<file path="src/hw/rtl/wavhp_pkg.sv">
// Shared types, constants and codes for the WAV header parser.
package wavhp_pkg;

  localparam int unsigned DIV_W = 32;

  localparam logic [31:0] POS_MAX    = 32'hFFFF_FFFF;
  localparam logic [31:0] MIN_LENGTH = 32'd44;
  localparam logic [31:0] WALK_START = 32'd12;
  localparam logic [33:0] NEXT_RESET = 34'd12;
  localparam logic [31:0] MS_PER_S   = 32'd1000;
  localparam logic [31:0] ID_FMT     = 32'h2074_6D66;
  localparam logic [31:0] ID_DATA    = 32'h6174_6164;
  localparam logic [15:0] FMT_PCM    = 16'd1;

  localparam logic [7:0] RIFF_WORD [4] = '{8'h52, 8'h49, 8'h46, 8'h46};
  localparam logic [7:0] WAVE_WORD [4] = '{8'h57, 8'h41, 8'h56, 8'h45};

  typedef enum logic [1:0] {
    KIND_NONE  = 2'd0,
    KIND_OTHER = 2'd1,
    KIND_FMT   = 2'd2,
    KIND_DATA  = 2'd3
  } kind_t;

  typedef enum logic [2:0] {
    ST_OK      = 3'd0,
    ST_SHORT   = 3'd1,
    ST_MAGIC   = 3'd2,
    ST_MISSING = 3'd3,
    ST_NOT_PCM = 3'd4
  } status_t;

  typedef struct packed {
    logic byte_en;
    logic clear;
    logic mul_d;
    logic div_start;
    logic div_sel;
    logic mul_ms;
    logic dur_clr;
    logic dur_load;
    logic load_out;
  } cmd_t;

  typedef struct packed {
    logic hdr_ok;
    logic d_zero;
    logic rate_zero;
    logic div_done;
  } sts_t;

endpackage

</file>
<file path="src/hw/rtl/wavhp_div.sv">
// Iterative restoring divider, one quotient bit per cycle.
module wavhp_div #(
  parameter int unsigned W = wavhp_pkg::DIV_W
) (
  input  logic         clk,
  input  logic         rst_n,
  input  logic         start,
  input  logic [W-1:0] dividend,
  input  logic [W-1:0] divisor,
  output logic         done,
  output logic [W-1:0] quotient
);
  import wavhp_pkg::*;

  localparam int unsigned CW = $clog2(W + 1);

  logic [W-1:0]  rem_r, rem_nxt;
  logic [W-1:0]  quo_r, quo_nxt;
  logic [W-1:0]  dvs_r, dvs_nxt;
  logic [CW-1:0] cnt_r, cnt_nxt;
  logic          busy_r, busy_nxt;
  logic          done_r, done_nxt;
  logic [W:0]    part;
  logic [W:0]    trial;

  always_comb begin
    rem_nxt  = rem_r;
    quo_nxt  = quo_r;
    dvs_nxt  = dvs_r;
    cnt_nxt  = cnt_r;
    busy_nxt = busy_r;
    done_nxt = 1'b0;
    part     = {rem_r, quo_r[W-1]};
    trial    = part - {1'b0, dvs_r};
    if (start) begin
      rem_nxt  = '0;
      quo_nxt  = dividend;
      dvs_nxt  = divisor;
      cnt_nxt  = CW'(W);
      busy_nxt = 1'b1;
    end else if (busy_r) begin
      if (!trial[W]) begin
        rem_nxt = trial[W-1:0];
        quo_nxt = {quo_r[W-2:0], 1'b1};
      end else begin
        rem_nxt = part[W-1:0];
        quo_nxt = {quo_r[W-2:0], 1'b0};
      end
      cnt_nxt = cnt_r - CW'(1);
      if (cnt_r == CW'(1)) begin
        busy_nxt = 1'b0;
        done_nxt = 1'b1;
      end
    end
  end

  always_ff @(posedge clk) begin
    if (!rst_n) begin
      busy_r <= 1'b0;
      done_r <= 1'b0;
      cnt_r  <= '0;
    end else begin
      busy_r <= busy_nxt;
      done_r <= done_nxt;
      cnt_r  <= cnt_nxt;
    end
    rem_r <= rem_nxt;
    quo_r <= quo_nxt;
    dvs_r <= dvs_nxt;
  end

  assign done     = done_r;
  assign quotient = quo_r;

endmodule

</file>
<file path="src/hw/rtl/wavhp_dpath.sv">
// Datapath: byte parser state, status, duration arithmetic and result registers.
module wavhp_dpath (
  input  logic               clk,
  input  logic               rst_n,
  input  wavhp_pkg::cmd_t    cmd,
  output wavhp_pkg::sts_t    sts,
  input  logic [7:0]         in_data_byte,
  output logic               out_header_ok,
  output logic [2:0]         out_status,
  output logic [15:0]        out_channel_count,
  output logic [31:0]        out_rate_hz,
  output logic [15:0]        out_sample_bits,
  output logic [31:0]        out_audio_offset,
  output logic [31:0]        out_audio_length,
  output logic [31:0]        out_duration_ms
);
  import wavhp_pkg::*;

  logic [31:0] pos_r, pos_nxt;
  logic        magic_r, magic_nxt;
  logic [33:0] nstart_r, nstart_nxt;
  logic [63:0] shift_r, shift_nxt;
  kind_t       kind_r, kind_nxt;
  logic [31:0] cstart_r, cstart_nxt;
  logic [63:0] fmt_r, fmt_nxt;
  logic [15:0] fcode_r, fcode_nxt;
  logic [31:0] fhs_r, fhs_nxt;
  logic        fseen_r, fseen_nxt;
  logic [31:0] dhs_r, dhs_nxt;
  logic [31:0] dsize_r, dsize_nxt;
  logic        dseen_r, dseen_nxt;

  logic [31:0] diff;
  logic [31:0] k;
  logic [31:0] sz;
  logic [7:0]  b;

  logic [31:0] prod_r;
  logic [31:0] prod2_r;
  logic [31:0] dur_r;
  logic [31:0] ms_prod;
  logic [28:0] d_val;
  status_t     st;

  logic [31:0] div_a;
  logic [31:0] div_b;
  logic        div_done;
  logic [31:0] div_q;

  assign b = in_data_byte;

  always_comb begin
    pos_nxt    = pos_r;
    magic_nxt  = magic_r;
    nstart_nxt = nstart_r;
    shift_nxt  = shift_r;
    kind_nxt   = kind_r;
    cstart_nxt = cstart_r;
    fmt_nxt    = fmt_r;
    fcode_nxt  = fcode_r;
    fhs_nxt    = fhs_r;
    fseen_nxt  = fseen_r;
    dhs_nxt    = dhs_r;
    dsize_nxt  = dsize_r;
    dseen_nxt  = dseen_r;
    diff       = '0;
    k          = '0;
    sz         = '0;
    if (cmd.clear) begin
      pos_nxt    = '0;
      magic_nxt  = 1'b1;
      nstart_nxt = NEXT_RESET;
      shift_nxt  = '0;
      kind_nxt   = KIND_NONE;
      cstart_nxt = '0;
      fmt_nxt    = '0;
      fcode_nxt  = '0;
      fhs_nxt    = '0;
      fseen_nxt  = 1'b0;
      dhs_nxt    = '0;
      dsize_nxt  = '0;
      dseen_nxt  = 1'b0;
    end else if (cmd.byte_en && pos_r != POS_MAX) begin
      pos_nxt = pos_r + 32'd1;
      if (pos_r < 32'd4 && b != RIFF_WORD[pos_r[1:0]]) magic_nxt = 1'b0;
      if (pos_r >= 32'd8 && pos_r < 32'd12 && b != WAVE_WORD[pos_r[1:0]]) magic_nxt = 1'b0;
      if (pos_r >= WALK_START) begin
        if (kind_r != KIND_NONE && {1'b0, pos_r} == {1'b0, cstart_r} + 33'd8) begin
          case (kind_r)
            KIND_FMT: begin
              fseen_nxt = 1'b1;
              fhs_nxt   = cstart_r;
              fmt_nxt   = '0;
              fcode_nxt = '0;
            end
            KIND_DATA: begin
              dseen_nxt = 1'b1;
              dhs_nxt   = cstart_r;
              dsize_nxt = shift_r[63:32];
            end
            default: ;
          endcase
          kind_nxt = KIND_NONE;
        end
        if ({2'b00, pos_r} == nstart_r) cstart_nxt = pos_r;
        diff = pos_r - cstart_nxt;
        if (diff < 32'd8) begin
          shift_nxt = {b, shift_r[63:8]};
          if (diff == 32'd7) begin
            sz = shift_nxt[63:32];
            if (shift_nxt[31:0] == ID_FMT) kind_nxt = KIND_FMT;
            else if (shift_nxt[31:0] == ID_DATA) kind_nxt = KIND_DATA;
            else kind_nxt = KIND_OTHER;
            nstart_nxt = {2'b00, cstart_nxt} + 34'd8 + {2'b00, sz} + {33'd0, sz[0]};
          end
        end
        if (fseen_nxt) begin
          k = pos_r - fhs_nxt;
          if (k inside {[8:23]}) begin
            case (k[4:0])
              5'd8:    fcode_nxt[7:0]   = b;
              5'd9:    fcode_nxt[15:8]  = b;
              5'd10:   fmt_nxt[7:0]     = b;
              5'd11:   fmt_nxt[15:8]    = b;
              5'd12:   fmt_nxt[23:16]   = b;
              5'd13:   fmt_nxt[31:24]   = b;
              5'd14:   fmt_nxt[39:32]   = b;
              5'd15:   fmt_nxt[47:40]   = b;
              5'd22:   fmt_nxt[55:48]   = b;
              5'd23:   fmt_nxt[63:56]   = b;
              default: ;
            endcase
          end
        end
      end
    end
  end

  always_ff @(posedge clk) begin
    if (!rst_n) begin
      pos_r    <= '0;
      magic_r  <= 1'b1;
      nstart_r <= NEXT_RESET;
      shift_r  <= '0;
      kind_r   <= KIND_NONE;
      cstart_r <= '0;
      fmt_r    <= '0;
      fcode_r  <= '0;
      fhs_r    <= '0;
      fseen_r  <= 1'b0;
      dhs_r    <= '0;
      dsize_r  <= '0;
      dseen_r  <= 1'b0;
    end else begin
      pos_r    <= pos_nxt;
      magic_r  <= magic_nxt;
      nstart_r <= nstart_nxt;
      shift_r  <= shift_nxt;
      kind_r   <= kind_nxt;
      cstart_r <= cstart_nxt;
      fmt_r    <= fmt_nxt;
      fcode_r  <= fcode_nxt;
      fhs_r    <= fhs_nxt;
      fseen_r  <= fseen_nxt;
      dhs_r    <= dhs_nxt;
      dsize_r  <= dsize_nxt;
      dseen_r  <= dseen_nxt;
    end
  end

  // pos_r equals the file length, saturating at POS_MAX, once the last byte is in
  always_comb begin
    if (pos_r < MIN_LENGTH) st = ST_SHORT;
    else if (!magic_r) st = ST_MAGIC;
    else if (!fseen_r || !dseen_r) st = ST_MISSING;
    else if (fcode_r != FMT_PCM) st = ST_NOT_PCM;
    else st = ST_OK;
  end

  assign d_val   = prod_r[31:3];
  assign ms_prod = div_q * MS_PER_S;
  assign div_a   = cmd.div_sel ? prod2_r : dsize_r;
  assign div_b   = cmd.div_sel ? fmt_r[47:16] : {3'b000, d_val};

  wavhp_div #(
    .W (DIV_W)
  ) u_div (
    .clk      (clk),
    .rst_n    (rst_n),
    .start    (cmd.div_start),
    .dividend (div_a),
    .divisor  (div_b),
    .done     (div_done),
    .quotient (div_q)
  );

  always_ff @(posedge clk) begin
    if (cmd.mul_d) prod_r <= {16'd0, fmt_r[15:0]} * {16'd0, fmt_r[63:48]};
    if (cmd.mul_ms) prod2_r <= ms_prod;
    if (cmd.dur_clr) dur_r <= '0;
    else if (cmd.dur_load) dur_r <= div_q;
    if (cmd.load_out) begin
      out_header_ok     <= (st == ST_OK);
      out_status        <= st;
      out_channel_count <= (st == ST_OK) ? fmt_r[15:0] : 16'd0;
      out_rate_hz       <= (st == ST_OK) ? fmt_r[47:16] : 32'd0;
      out_sample_bits   <= (st == ST_OK) ? fmt_r[63:48] : 16'd0;
      out_audio_offset  <= (st == ST_OK) ? dhs_r + 32'd8 : 32'd0;
      out_audio_length  <= (st == ST_OK) ? dsize_r : 32'd0;
      out_duration_ms   <= (st == ST_OK) ? dur_r : 32'd0;
    end
  end

  assign sts.hdr_ok    = (st == ST_OK);
  assign sts.d_zero    = (d_val == 29'd0);
  assign sts.rate_zero = (fmt_r[47:16] == 32'd0);
  assign sts.div_done  = div_done;

endmodule

</file>
<file path="src/hw/rtl/wavhp_ctrl.sv">
// Controller: byte intake, end-of-file arithmetic sequence and result handshake.
module wavhp_ctrl (
  input  logic            clk,
  input  logic            rst_n,
  input  logic            in_valid,
  output logic            in_ready,
  input  logic            in_last_byte,
  output logic            out_valid,
  input  logic            out_ready,
  output wavhp_pkg::cmd_t cmd,
  input  wavhp_pkg::sts_t sts
);
  import wavhp_pkg::*;

  typedef enum logic [2:0] {
    S_RUN,
    S_MULD,
    S_CHK,
    S_DIV1,
    S_MULMS,
    S_DIV2S,
    S_DIV2,
    S_FIN
  } state_t;

  state_t state_r, state_nxt;
  logic   out_valid_r, out_valid_nxt;
  logic   sel_r, sel_nxt;

  always_comb begin
    state_nxt     = state_r;
    sel_nxt       = sel_r;
    cmd           = '0;
    cmd.div_sel   = sel_r;
    in_ready      = 1'b0;
    case (state_r)
      S_RUN: begin
        in_ready    = 1'b1;
        cmd.byte_en = in_valid;
        if (in_valid && in_last_byte) state_nxt = S_MULD;
      end
      S_MULD: begin
        cmd.mul_d = 1'b1;
        state_nxt = S_CHK;
      end
      S_CHK: begin
        if (!sts.hdr_ok || sts.d_zero || sts.rate_zero) begin
          cmd.dur_clr = 1'b1;
          state_nxt   = S_FIN;
        end else begin
          cmd.div_sel   = 1'b0;
          cmd.div_start = 1'b1;
          sel_nxt       = 1'b0;
          state_nxt     = S_DIV1;
        end
      end
      S_DIV1: begin
        if (sts.div_done) state_nxt = S_MULMS;
      end
      S_MULMS: begin
        cmd.mul_ms = 1'b1;
        state_nxt  = S_DIV2S;
      end
      S_DIV2S: begin
        cmd.div_sel   = 1'b1;
        cmd.div_start = 1'b1;
        sel_nxt       = 1'b1;
        state_nxt     = S_DIV2;
      end
      S_DIV2: begin
        if (sts.div_done) begin
          cmd.dur_load = 1'b1;
          state_nxt    = S_FIN;
        end
      end
      S_FIN: begin
        if (!out_valid_r || out_ready) begin
          cmd.load_out = 1'b1;
          cmd.clear    = 1'b1;
          state_nxt    = S_RUN;
        end
      end
      default: state_nxt = S_RUN;
    endcase
    out_valid_nxt = (out_valid_r && !out_ready) || cmd.load_out;
  end

  always_ff @(posedge clk) begin
    if (!rst_n) begin
      state_r     <= S_RUN;
      out_valid_r <= 1'b0;
      sel_r       <= 1'b0;
    end else begin
      state_r     <= state_nxt;
      out_valid_r <= out_valid_nxt;
      sel_r       <= sel_nxt;
    end
  end

  assign out_valid = out_valid_r;

endmodule

</file>
<file path="src/hw/rtl/wav_header_chunk_parser.sv">
// Top level of the WAV header parser: controller plus datapath.
//
//   channel | direction | handshake             | payload
//   in_     | input     | in_valid / in_ready   | in_data_byte, in_last_byte
//   out_    | output    | out_valid / out_ready | header_ok, status, format, audio, duration
//
// Bytes are taken one per cycle while in_ready is high. After the last byte the block
// finds the bytes per frame, divides the data length by it, multiplies by 1000 and divides
// by the rate on the shared bit-serial divider; a bad header or zero divisor skips this.
// The result sits in an output register; the next file's bytes are taken while
// it waits, but after the next end of file in_ready stays low until it has gone out.
// Synchronous active-low reset returns the parser to the start of a file.
module wav_header_chunk_parser (
  input  logic        clk,
  input  logic        rst_n,
  input  logic        in_valid,
  output logic        in_ready,
  input  logic [7:0]  in_data_byte,
  input  logic        in_last_byte,
  output logic        out_valid,
  input  logic        out_ready,
  output logic        out_header_ok,
  output logic [2:0]  out_status,
  output logic [15:0] out_channel_count,
  output logic [31:0] out_rate_hz,
  output logic [15:0] out_sample_bits,
  output logic [31:0] out_audio_offset,
  output logic [31:0] out_audio_length,
  output logic [31:0] out_duration_ms
);
  import wavhp_pkg::*;

  cmd_t cmd;
  sts_t sts;

  wavhp_ctrl u_ctrl (
    .clk          (clk),
    .rst_n        (rst_n),
    .in_valid     (in_valid),
    .in_ready     (in_ready),
    .in_last_byte (in_last_byte),
    .out_valid    (out_valid),
    .out_ready    (out_ready),
    .cmd          (cmd),
    .sts          (sts)
  );

  wavhp_dpath u_dpath (
    .clk               (clk),
    .rst_n             (rst_n),
    .cmd               (cmd),
    .sts               (sts),
    .in_data_byte      (in_data_byte),
    .out_header_ok     (out_header_ok),
    .out_status        (out_status),
    .out_channel_count (out_channel_count),
    .out_rate_hz       (out_rate_hz),
    .out_sample_bits   (out_sample_bits),
    .out_audio_offset  (out_audio_offset),
    .out_audio_length  (out_audio_length),
    .out_duration_ms   (out_duration_ms)
  );

endmodule

</file>
<file path="config.mk">
export PLATFORM = sky130hd
export DESIGN_NAME = wav_header_chunk_parser
export DESIGN_NICKNAME = d
export VERILOG_FILES = /design/src/hw/rtl/wavhp_pkg.sv /design/src/hw/rtl/wavhp_div.sv /design/src/hw/rtl/wavhp_dpath.sv /design/src/hw/rtl/wavhp_ctrl.sv /design/src/hw/rtl/wav_header_chunk_parser.sv
export SDC_FILE = /design/constraint.sdc
export NUM_CORES = 2
export LEC_CHECK = 0
export BUFFER_PORTS_ARGS = -buffer_cell sky130_fd_sc_hd__buf_2
export CORE_MARGIN = 5
export CORE_UTILIZATION = 25
export DETAILED_ROUTE_END_ITERATION = 10
export PLACE_DENSITY_LB_ADDON = 0.05
export SLEW_MARGIN = 20
export SYNTH_ARGS = -nofsm -noshare
export SYNTH_HDL_FRONTEND = slang
export SYNTH_SLANG_ARGS = --single-unit
export TNS_END_PERCENT = 20
</file>
<file path="constraint.sdc">
create_clock -name clk -period 21.6 [get_ports clk]
set_input_delay 4.32 -clock clk [delete_from_list [all_inputs] [get_ports clk]]
set_output_delay 4.32 -clock clk [all_outputs]
set_load 0.005 [all_outputs]
</file>
==> metrics <==
Yosys warnings=0; Clock Sinks=around 700; Avg Cell Area, Syn=between 9 and 10 um2; Clock transition at path regs=around 0.060 ns; Leak Pwr=between 0.02 and 0.025 uW; data required time of the critical path=22.22 ns; CTS root buffer=clkbuf_16; Max Used Layer=met5; cell area after synthesis=around 48000 um2; CTS Hold Bufs=0; DRT iter0 DRCs=2200; Remaining Overflow, GRT=0; FF-to-FF setup slack=roughly 12 ns; count of different cell masters after synthesis=just over 90; sequential cell area=around 17000 um2; vias in the first global route=37760; clock latency on the worst-skew pair=0.73 ns; Vias/cell=about 4.7; min-delay src=u_dpath.dur_r[11]; gr usage total=0.1691; post-synth top area share=0.1787; WP data arrival=between 10 and 15 ns; Min Hold Slack=about 0.45 ns; Die ar.=roughly 200000 um2; run status=complete, no violations; largest net degree at the start of global routing=roughly 160; clk buf depth=3; Synth Net Count=roughly 5800; pwr dens=slightly below 90 nW/um2; worst-margin pin slew=1.178 ns; CP delay by family, top=simple AND/OR/NAND/NOR gates; CP max FO=32; final wirelength=~170000 um; achievable frequency=roughly 100 MHz; Die Ht=between 400 and 500 um; area occupied by multi-input gates=between 20000 and 30000 um2; Final Hold Viols=0; relative slew slack=0.2121; worst hold path class=reg2reg; startpoint types=flip-flop; RR Endpoint=u_dpath.fmt_r[49]; Critical Path Sink=u_dpath.fmt_r[49]; post_cts resized=0; Synth area leaders=edfxtp_1, dfxtp_1, fa_1; CTS tree=built; RSZ-0062 raised after global routing=no; EDFF count, synth=286; Max-Cap Viols=0; HPWL after DPL=between 100000 and 150000 um; first-pass GRT wire length=between 200000 and 300000 um; DRC=0; layout cells sized above 1=0.1021; FILL cells=20310; WL met1=~81000 um; reg2reg start=u_dpath.cstart_r[10]; Final Cycle Share=0.4489; worst vdd ir=approximately 0.065 mV; Port Buf Inserts=178; htree depth=3; Synth Instances=5230; Met2 Routed Length=approximately 81000 um; nets=5917; IO Count=approximately 180; critical path buffer and inverter count=2; Most Frequent Cell on Critical Path=o21ai_0; Core Region=~190000 um2; initial antenna violation count=11; Setup Buffers After CTS=0; beginning of the critical path=u_dpath.cstart_r[10]; Levels on crit path=28; Vias=between 30000 and 40000; Final setup viols=0; Yosys reg bits=about 700; Async S/R FF share, synth=0; Seq/Total Area, Yosys=0.3503; Worst Skew=just under 0.04 ns; Tmin final=just under 10 ns; leading area contributor after synthesis=edfxtp_1; Initial Util=0.2504; TritonCTS buffer count=92; most frequent cell after synthesis=nand2_1; Die W=between 400 and 500 um; count of final max-slew check failures=0; Worst Path Class, Setup=reg2reg; DR WL/cell=~22 um; Routed Antenna Nets=0; met3 WL=~5600 um; Crit path largest cell delay=0.84 ns; Pre-antenna DRT Iters=5; Layout area overhead=14.42%; final core occ=0.2865; Top FF cell, synth=dfxtp_1; Worst path slowest cell=a2111oi_0; row count=around 160; Final TNS setup=0 ns; R2R depth=28; global placer's final weighted congestion=0.8036; most frequent cells after synthesis=nand2_1, dfxtp_1, nor2_1; CP endpoint kind=flip-flop
-- worst min-delay path by stage --
stage | slack [ns] | depth (start not counted) | endpoint
2_1_floorplan | 0.43 | 2 | u_dpath.dhs_r[0]
3_3_place_gp | 0.44 | 2 | u_dpath.fhs_r[5]
3_5_place_dp | 0.44 | 2 | u_dpath.dur_r[11]
4_1_cts | 0.45 | 2 | u_dpath.dur_r[11]
5_1_grt | 0.47 | 2 | u_dpath.fhs_r[15]
6_report | 0.45 | 2 | u_dpath.dur_r[11]
-- cells by family after synthesis --
family,after synthesis,synth area share
adder cells (fa/ha/maj),584,0.1971
buffers and inverters,648,0.05131
AND/OR/NAND/NOR,1966,0.1992
flip-flops,698,0.3503
multiplexers,200,0.04254
XOR/XNOR,298,0.05430
AO/OA/AOI/OAI,836,0.1053
-- through the flow --
step | power, uW | cells | setup WS, ns | instance area [um2]
after floorplan | 2847 | 5230 | 8.336 | 48060
after global placement | 3245 | 7753 | 12.05 | 51880
after detailed placement | 3235 | 7753 | 11.81 | 51880
after CTS | 4889 | 7923 | 11.72 | 54990
after global routing | 5137 | 7924 | 10.96 | 54990
final | 4793 | 7925 | 11.90 | 54990
-- final cells by class --
cell class              instances  area share
diodes                          2  0.00009101
clock buffers                 121     0.04685
repair buffers                279     0.03021
inverters                     366     0.02503
clock inverters                49    0.009692
flip-flops and latches        698      0.3062
multi-input cells            3884      0.5245
well taps                    2526     0.05747
-- cells in the final DEF (no fill, tap or decap), types with 38 or more instances in the layout --
cell / instances
nor2_1: 389
xnor2_1: 175
ha_1: 294
inv_1: 363
mux2i_1: 166
clkbuf_16: 96
nor4_1: 59
nand4_1: 65
or3_1: 40
o21ai_0: 138
buf_2: 178
and2_1: 241
buf_4: 100
nor3_1: 82
edfxtp_1: 286
dfxtp_1: 411
nor2b_1: 39
nand2_1: 684
nand3_1: 147
fa_1: 289
a211oi_1: 88
a21oi_1: 373
xor2_1: 122
nand2b_1: 38
and3_1: 54
-- power by group --
group	internal (uW)	leakage [uW]	switching, uW
clock	940	0.00153	658
sequential	1530	0.00635	77.8
combinational	685	0.0147	900
total	3160	0.0226	1640
-- flip-flops by register name (all words and copies together), names as in the netlist, 3 cells and up --
register / flops
u_dpath.fmt_r: 64
u_dpath.shift_r: 56
u_dpath.nstart_r: 34
u_dpath.cstart_r: 32
u_dpath.dhs_r: 32
u_dpath.dsize_r: 32
u_dpath.dur_r: 32
u_dpath.fhs_r: 32
u_dpath.out_audio_length: 32
u_dpath.out_audio_offset: 32
u_dpath.out_duration_ms: 32
u_dpath.out_rate_hz: 32
u_dpath.pos_r: 32
u_dpath.u_div.dvs_r: 32
u_dpath.u_div.quotient: 32
u_dpath.u_div.rem_r: 32
u_dpath.prod2_r: 29
u_dpath.prod_r: 29
u_dpath.fcode_r: 16
u_dpath.out_channel_count: 16
u_dpath.out_sample_bits: 16
u_dpath.u_div.cnt_r: 6
u_ctrl.state_r: 3
u_dpath.out_status: 3
-- per-layer routing --
metal | track usage | vias up
li1 | - | 18080
met1 | 0.2306 | 18430
met2 | 0.2837 | 548
met3 | 0.02160 | 155
met4 | 0.04243 | 2
met5 | 0 | -
-- worst register-to-register path, delay by kind of cell, from the launching register on --
family	cells	cell delay [ns]
buffers and inverters	2	0.84
multiplexers	2	0.72
AND/OR/NAND/NOR	12	3.86
adder cells (fa/ha/maj)	1	0.20
flip-flops	1	0.69
AO/OA/AOI/OAI	10	3.12
XOR/XNOR	1	0.18
Note: power is estimated with default switching activity, not from simulation.
